===== config.mk =====
export PLATFORM = sky130hd
export DESIGN_NAME = ax25_frame_fcs_builder_unit
export DESIGN_NICKNAME = d
export VERILOG_FILES = /design/src/sv/axfcs_pkg.sv /design/src/sv/ax25_frame_fcs_builder_unit.sv /design/src/sv/axfcs_front.sv /design/src/sv/axfcs_queue.sv /design/src/sv/axfcs_back.sv
export SDC_FILE = /design/constraint.sdc
export NUM_CORES = 1
export LEC_CHECK = 0
export ABC_AREA = 1
export BUFFER_PORTS_ARGS = -buffer_cell sky130_fd_sc_hd__buf_2
export CORE_UTILIZATION = 50
export CTS_CLUSTER_DIAMETER = 120
export DETAILED_ROUTE_END_ITERATION = 8
export HOLD_SLACK_MARGIN = 0.05
export PLACE_DENSITY = 0.67
export SLEW_MARGIN = 20
export SYNTH_ARGS = -nofsm -noshare
export SYNTH_HDL_FRONTEND = slang
export SYNTH_SLANG_ARGS = --single-unit

===== constraint.sdc =====
create_clock -name clk -period 7 [get_ports clk]
set_clock_uncertainty 0.2 [all_clocks]
set_input_delay 0 -clock clk [delete_from_list [all_inputs] [get_ports clk]]
set_output_delay 0 -clock clk [all_outputs]
set_load 0.02 [all_outputs]

===== src/sv/axfcs_pkg.sv =====
// Package: shared types, constants and the CRC step for the AX.25 check-field builder.
`default_nettype none
package axfcs_pkg;

	localparam int unsigned BYTE_W    = 8;
	localparam int unsigned POS_W     = 7;
	localparam int unsigned CRC_W     = 16;
	localparam int unsigned QDEPTH    = 4;
	localparam int unsigned QPTR_W    = $clog2(QDEPTH);
	localparam int unsigned QCNT_W    = $clog2(QDEPTH + 1);

	localparam logic [CRC_W-1:0]  CRC_START      = 16'hFFFF;
	localparam logic [POS_W-1:0]  ADDR_LEN_RESET = 7'd21;
	localparam logic [BYTE_W-1:0] ADDR_END_BIT   = 8'h01;

	typedef struct packed {
		logic [BYTE_W-1:0] data;
		logic              frame_end;
		logic [CRC_W-1:0]  fcs;
	} entry_t;

	// reflected CRC-16-CCITT, one byte
	function automatic logic [CRC_W-1:0] fcs_update(input logic [CRC_W-1:0] acc,
			input logic [BYTE_W-1:0] b);
		logic [BYTE_W-1:0] t;
		t = b ^ acc[7:0];
		t = t ^ {t[3:0], 4'b0000};
		return {t, acc[15:8]} ^ {12'b0, t[7:4]} ^ {5'b0, t, 3'b000};
	endfunction

endpackage
`default_nettype wire


===== src/sv/ax25_frame_fcs_builder_unit.sv =====
// Top level: AX.25 frame byte shaper and check-field builder.
//
//  channel | signals                                  | direction
//  --------+------------------------------------------+----------
//  cfg     | cfg_wr_en, cfg_wr_data[6:0]              | in
//  in      | in_valid, in_ready, data_byte, frame_end | in
//  out     | out_valid, out_ready, out_byte, out_last | out
//
// One request per cycle in while in_ready is high, one result byte per cycle out while
// out_ready is high; a frame-end byte yields three results. The four-entry queue
// between front and back absorbs these bursts; in_ready drops only when it is full.
// Reset is asynchronous: CRC to 0xFFFF, position to zero, address length to 21.
`default_nettype none
module ax25_frame_fcs_builder_unit import axfcs_pkg::*; (
	input  wire logic              clk,
	input  wire logic              arst_n,
	input  wire logic              cfg_wr_en,
	input  wire logic [POS_W-1:0]  cfg_wr_data,
	input  wire logic              in_valid,
	output logic                   in_ready,
	input  wire logic [BYTE_W-1:0] data_byte,
	input  wire logic              frame_end,
	output logic                   out_valid,
	input  wire logic              out_ready,
	output logic [BYTE_W-1:0]      out_byte,
	output logic                   out_last
);

	entry_t             push_entry;
	entry_t             head;
	logic               push;
	logic               pop;
	logic               q_empty;
	logic               q_full;
	logic [QCNT_W-1:0]  q_count;

	axfcs_front u_front (
		.clk        (clk),
		.arst_n     (arst_n),
		.cfg_wr_en  (cfg_wr_en),
		.cfg_wr_data(cfg_wr_data),
		.in_valid   (in_valid),
		.in_ready   (in_ready),
		.data_byte  (data_byte),
		.frame_end  (frame_end),
		.q_full     (q_full),
		.push       (push),
		.push_entry (push_entry)
	);

	axfcs_queue u_queue (
		.clk       (clk),
		.arst_n    (arst_n),
		.push      (push),
		.push_entry(push_entry),
		.pop       (pop),
		.head      (head),
		.empty     (q_empty),
		.full      (q_full),
		.count     (q_count)
	);

	axfcs_back u_back (
		.clk      (clk),
		.arst_n   (arst_n),
		.head     (head),
		.empty    (q_empty),
		.pop      (pop),
		.out_valid(out_valid),
		.out_ready(out_ready),
		.out_byte (out_byte),
		.out_last (out_last)
	);

`ifndef SYNTHESIS
	a_count_bound: assert property (@(posedge clk) disable iff (!arst_n)
		q_count <= QCNT_W'(QDEPTH))
		else $error("queue count above depth");

	a_pop_nonempty: assert property (@(posedge clk) disable iff (!arst_n)
		pop |-> q_count != '0)
		else $error("pop from empty queue");

	a_push_grows: assert property (@(posedge clk) disable iff (!arst_n)
		(push && !pop) |=> q_count == $past(q_count) + QCNT_W'(1))
		else $error("queue count did not follow push");
`endif

endmodule
`default_nettype wire


===== src/sv/axfcs_front.sv =====
// Front end: address shifting, position tracking and running CRC per accepted byte.
`default_nettype none
module axfcs_front import axfcs_pkg::*; (
	input  wire logic              clk,
	input  wire logic              arst_n,
	input  wire logic              cfg_wr_en,
	input  wire logic [POS_W-1:0]  cfg_wr_data,
	input  wire logic              in_valid,
	output logic                   in_ready,
	input  wire logic [BYTE_W-1:0] data_byte,
	input  wire logic              frame_end,
	input  wire logic              q_full,
	output logic                   push,
	output entry_t                 push_entry
);

	logic [POS_W-1:0]  addr_len_q;
	logic [POS_W-1:0]  pos_q;
	logic [CRC_W-1:0]  crc_q;
	logic [BYTE_W-1:0] b;
	logic [POS_W-1:0]  pos_next;
	logic [CRC_W-1:0]  crc_next;
	logic              in_addr;

	assign in_ready = !q_full;
	assign push     = in_valid && in_ready;
	assign in_addr  = pos_q < addr_len_q;

	always_comb begin
		b        = data_byte;
		pos_next = pos_q;
		if (in_addr) begin
			b = {data_byte[6:0], 1'b0};
			if ((pos_q + POS_W'(1)) == addr_len_q)
				b = b | ADDR_END_BIT;
			pos_next = pos_q + POS_W'(1);
		end
		crc_next = fcs_update(crc_q, b);
	end

	assign push_entry.data      = b;
	assign push_entry.frame_end = frame_end;
	assign push_entry.fcs       = ~crc_next;

	always_ff @(posedge clk or negedge arst_n) begin
		if (!arst_n) begin
			addr_len_q <= ADDR_LEN_RESET;
			pos_q      <= '0;
			crc_q      <= CRC_START;
		end else begin
			if (cfg_wr_en)
				addr_len_q <= cfg_wr_data;
			if (push) begin
				if (frame_end) begin
					pos_q <= '0;
					crc_q <= CRC_START;
				end else begin
					pos_q <= pos_next;
					crc_q <= crc_next;
				end
			end
		end
	end

endmodule
`default_nettype wire


===== src/sv/axfcs_queue.sv =====
// Short queue between front and back end.
`default_nettype none
module axfcs_queue import axfcs_pkg::*; (
	input  wire logic              clk,
	input  wire logic              arst_n,
	input  wire logic              push,
	input  wire entry_t            push_entry,
	input  wire logic              pop,
	output entry_t                 head,
	output logic                   empty,
	output logic                   full,
	output logic [QCNT_W-1:0]      count
);

	entry_t             mem_q [QDEPTH];
	logic [QPTR_W-1:0]  wr_ptr_q;
	logic [QPTR_W-1:0]  rd_ptr_q;
	logic [QCNT_W-1:0]  count_q;

	assign count = count_q;
	assign empty = count_q == '0;
	assign full  = count_q == QCNT_W'(QDEPTH);
	assign head  = mem_q[rd_ptr_q];

	always_ff @(posedge clk) begin
		if (push)
			mem_q[wr_ptr_q] <= push_entry;
	end

	always_ff @(posedge clk or negedge arst_n) begin
		if (!arst_n) begin
			wr_ptr_q <= '0;
			rd_ptr_q <= '0;
			count_q  <= '0;
		end else begin
			if (push)
				wr_ptr_q <= wr_ptr_q + QPTR_W'(1);
			if (pop)
				rd_ptr_q <= rd_ptr_q + QPTR_W'(1);
			if (push && !pop)
				count_q <= count_q + QCNT_W'(1);
			else if (pop && !push)
				count_q <= count_q - QCNT_W'(1);
		end
	end

endmodule
`default_nettype wire


===== src/sv/axfcs_back.sv =====
// Back end: output register, sends frame bytes and the two check-field bytes.
`default_nettype none
module axfcs_back import axfcs_pkg::*; (
	input  wire logic              clk,
	input  wire logic              arst_n,
	input  wire entry_t            head,
	input  wire logic              empty,
	output logic                   pop,
	output logic                   out_valid,
	input  wire logic              out_ready,
	output logic [BYTE_W-1:0]      out_byte,
	output logic                   out_last
);

	typedef enum logic [1:0] {
		PH_DATA,
		PH_FCS_LO,
		PH_FCS_HI
	} phase_t;

	phase_t             phase_q;
	logic               valid_q;
	logic [BYTE_W-1:0]  byte_q;
	logic               last_q;
	logic [CRC_W-1:0]   fcs_q;
	logic               load;

	assign load      = !valid_q || out_ready;
	assign pop       = load && (phase_q == PH_DATA) && !empty;
	assign out_valid = valid_q;
	assign out_byte  = byte_q;
	assign out_last  = last_q;

	always_ff @(posedge clk or negedge arst_n) begin
		if (!arst_n) begin
			phase_q <= PH_DATA;
			valid_q <= 1'b0;
			last_q  <= 1'b0;
			byte_q  <= '0;
			fcs_q   <= '0;
		end else if (load) begin
			case (phase_q)
				PH_FCS_LO: begin
					byte_q  <= fcs_q[7:0];
					last_q  <= 1'b0;
					valid_q <= 1'b1;
					phase_q <= PH_FCS_HI;
				end
				PH_FCS_HI: begin
					byte_q  <= fcs_q[15:8];
					last_q  <= 1'b1;
					valid_q <= 1'b1;
					phase_q <= PH_DATA;
				end
				default: begin
					last_q  <= 1'b0;
					valid_q <= !empty;
					if (!empty) begin
						byte_q <= head.data;
						fcs_q  <= head.fcs;
						if (head.frame_end)
							phase_q <= PH_FCS_LO;
					end
				end
			endcase
		end
	end

endmodule
`default_nettype wire


==> key figures <==
Status
  – Status: finished, final reports clean

Pwr
  – Pwr Total: 4180 uW
  – Areal power density over the cells: 477 mW/mm^2
  – Worst voltage drop across the vdd grid: 0.000202 V
  – Leakage power summed over all cells: 0.00355 uW

Die
  – Die outline area: 0.0154 mm^2
  – Die Width: 124 um
  – Placeable core region: 0.0145 mm^2
  – Die outline height: 124 um
  – Starting utilization of the core area: 51.1%
  – Number of cell rows: 44
  – IO Count: 32

Routing
  – Per-cell routed wire length: 17.2 um
  – Total iterations of the first detailed-routing run: 5
  – Detailed Route Iter0 Violations: 413
  – Total vias in the final route: 5209
  – Drc violations: 0
  – Antenna violation net count after detailed routing: 0
  – Average vias per placed instance: 5.45
  – DRT Wirelength: 16400 um

STA
  – Headroom to the max-slew limit: 33.0%
  – Max Freq: 0.272 GHz
  – Clock period minus worst slack: 3670 ps
  – Slew of the pin with the lowest slew margin: 1000 ps
  – Final setup viols: 0
  – Setup TNS: 0 ps
  – Final Max Tran Viols: 0
  – Final worst-path cycle share: 52.5%
  – Final hold violation count: 0
  – RSZ-0062 raised after global routing: no

CTS
  – Clock latency on the worst-skew pair: 420 ps
  – Clk buf depth: 2
  – Number of setup buffers added after CTS: 0
  – CTS tree: done
  – Root buffer cell: sky130_fd_sc_hd__clkbuf_16
  – TritonCTS Buffers: 17
  – CTS H-tree depth: 4
  – Clock sink total: 165
  – Hold_buf cts: 34
  – Worst-path clk slew: 60 ps
  – Number of resized instances in the post-cts repair step: 0

Place
  – Global placer's final weighted congestion: 0.831
  – Number of placed instances with taps included: 889
  – Count of buffers from port buffering: 31
  – Post-DP HPWL: 10500 um

Setup path
  – Cells traversed along the worst timing path: inv_1, ha_1, a21oi_1, nand2_1, nand2_1, nand2_2, inv_2, nand2_1, nand2_2, dlygate4sd3_1, nand2_1, nand2_2, nand2_1, nand2_1, nand2_1, nand2_1, nand2_1, and2_1
  – Reg2Reg Depth: 18
  – Type of element launching the critical path: register
  – CP max-delay cell: sky130_fd_sc_hd__dlygate4sd3_1
  – Reg-to-reg startpoint: u_front.addr_len_q[2]
  – Cell family with the largest share of critical-path delay: simple AND/OR/NAND/NOR gates
  – Worst setup path category: reg2reg
  – Data required time of the worst path: 6950 ps
  – Crit. End Element: register
  – Cell repeated most along the worst path: sky130_fd_sc_hd__nand2_1
  – Worst path arrival time: 3630 ps
  – Endpoint of the worst register-to-register path: u_queue.mem_q[2][3]
  – Buffers plus inverters on the worst setup path: 3
  – Setup slack, reg-to-reg: 3330 ps
  – Crit-path max FO: 13
  – Highest cell delay on the worst timing path: 650 ps

Hold path
  – Classification of the worst-slack hold path: in2async

Final layout
  – Signed area change from the synthesized netlist to the final layout: 17.9%
  – N_diodes: 0
  – Share of post-route cells with drive strength above 1: 16.9%
  – Fin util: 60.3%
  – Post-route insts no fill: 955
  – Net total in the final layout: 796
  – Fill cells: 1190

Global routing
  – Pin count of the biggest net entering global routing: 66
  – Total global-route track usage: 23.4%
  – Vias in the first global route: 5096
  – Global-route wire length before repair: 26200 um
  – Number of antenna violations at the first check in global routing: 0
  – GRT overflow: 0

Logic synthesis
  – Synth top area cells: sky130_fd_sc_hd__edfxtp_1 (40%), sky130_fd_sc_hd__dfrtp_1 (15%), sky130_fd_sc_hd__dfstp_2 (6.7%)
  – Net count of the mapped netlist: 730
  – Post-synthesis cell type count: 36
  – Top-area cell type share of the netlist area: 40.4%
  – Post-synthesis cell count: 692
  – Ys flop type: sky130_fd_sc_hd__edfxtp_1
  – Post-Syn Area per Cell: 10.7 um^2
  – Yosys synthesis warning count: 0
  – Sequential area share after synthesis: 62.6%
  – Synth Register Bits: 165
  – Number of synthesized flops with an enable pin: 100
  – Async S/R FF share, synth: 39.4%
  – Most common cell in the netlist: sky130_fd_sc_hd__nand2_1
  – Summed instance area of the synthesized netlist: 0.00743 mm^2
  – Ranking of synthesized cells by instance count: sky130_fd_sc_hd__nand2_1 (114), sky130_fd_sc_hd__edfxtp_1 (100), sky130_fd_sc_hd__nor2_1 (80)
  – Dominant cell type by area after synthesis: sky130_fd_sc_hd__edfxtp_1

Job
  – Count of max-cap constraint violations: 0
[power breakdown]
group / internal (uW) / switching (uW)
clock: 630 / 364
combinational: 495 / 1040
sequential: 1510 / 138
[per-layer routing]
layer	wire, um	vias up	GRT usage, %
met4	184	0	7.66
li1	-	2490	-
met1	7470	2552	31.2
met3	871	18	5.77
met2	7890	149	37.5
met5	0	-	0
[area by class of cell]
cell class | count | area [um^2] | area share [%]
clock inverters | 14 | 208 | 2.37
multi-input cells | 437 | 2460 | 28.1
well taps | 184 | 230 | 2.63
flip-flops and latches | 165 | 4650 | 53.1
inverters | 68 | 255 | 2.91
repair buffers | 69 | 526 | 6.00
clock buffers | 18 | 429 | 4.90
[kinds of logic (layout without fill, tap and decap cells)]
group / after synthesis / after routing / synth area share, %
compound gates: 142 / 142 / 11.0
xor+xnor: 21 / 21 / 3.23
fa+ha+maj: 17 / 17 / 2.96
buf+inv: 90 / 169 / 4.68
flops: 165 / 165 / 62.6
mux: 11 / 11 / 1.67
simple gates: 246 / 246 / 13.9
[worst min-delay path: stages]
cell                            delay (ps)
sky130_fd_sc_hd__dlygate4sd3_1         520
sky130_fd_sc_hd__buf_2                 100
sky130_fd_sc_hd__buf_4                 660
[stage by stage]
stage	hold WS, ps	instance area, um^2	setup WS [ps]
after detailed placement	13.2	7780	3900
after global placement	12.5	7780	4020
final	113	8760	3330
after CTS	133	8760	3350
after floorplan	-496	7430	4310
after global routing	188	8760	3010
[worst max path at each step]
| stage | from | endpoint | slack (ps) | cells past startpoint |
|---|---|---|---|---|
| 2_1_floorplan | u_queue.count[0] | u_queue.mem_q[0][0] | 4310 | 5 |
| 3_3_place_gp | u_queue.count[0] | u_queue.count[1] | 4020 | 8 |
| 3_5_place_dp | u_queue.count[0] | u_queue.count[1] | 3900 | 8 |
| 4_1_cts | u_front.addr_len_q[2] | u_queue.mem_q[2][3] | 3350 | 18 |
| 5_1_grt | u_front.addr_len_q[2] | u_queue.mem_q[2][3] | 3010 | 18 |
| 6_report | u_front.addr_len_q[2] | u_queue.mem_q[2][3] | 3330 | 18 |
[cell usage in the layout (no fill, tap or decap), drive strengths merged, types with 2 or more instances in the layout]
cell type,count
a21oi,21
a22oi,2
buf,35
bufinv,5
clkbuf,18
clkinv,7
clkinvlp,3
dfrtp,46
dfstp,19
dlygate4sd3,34
edfxtp,100
ha,16
inv,67
mux2,11
nand2,130
nand3,26
nand3b,4
nor2,84
o21ai,77
o221ai,7
o22ai,33
xnor2,6
xor2,15
[sequential cells by signal, indices dropped and copies added, names as in the netlist]
register	count
u_queue.wr_ptr_q	2
u_back.fcs_q	16
u_back.out_valid	1
u_front.addr_len_q	7
u_front.crc_q	16
u_queue.mem_q	100
u_queue.rd_ptr_q	2
u_front.pos_q	7
u_back.phase_q	2
u_queue.count	3
u_back.out_last	1
u_back.out_byte	8
Power figures use the tool's default switching activity.
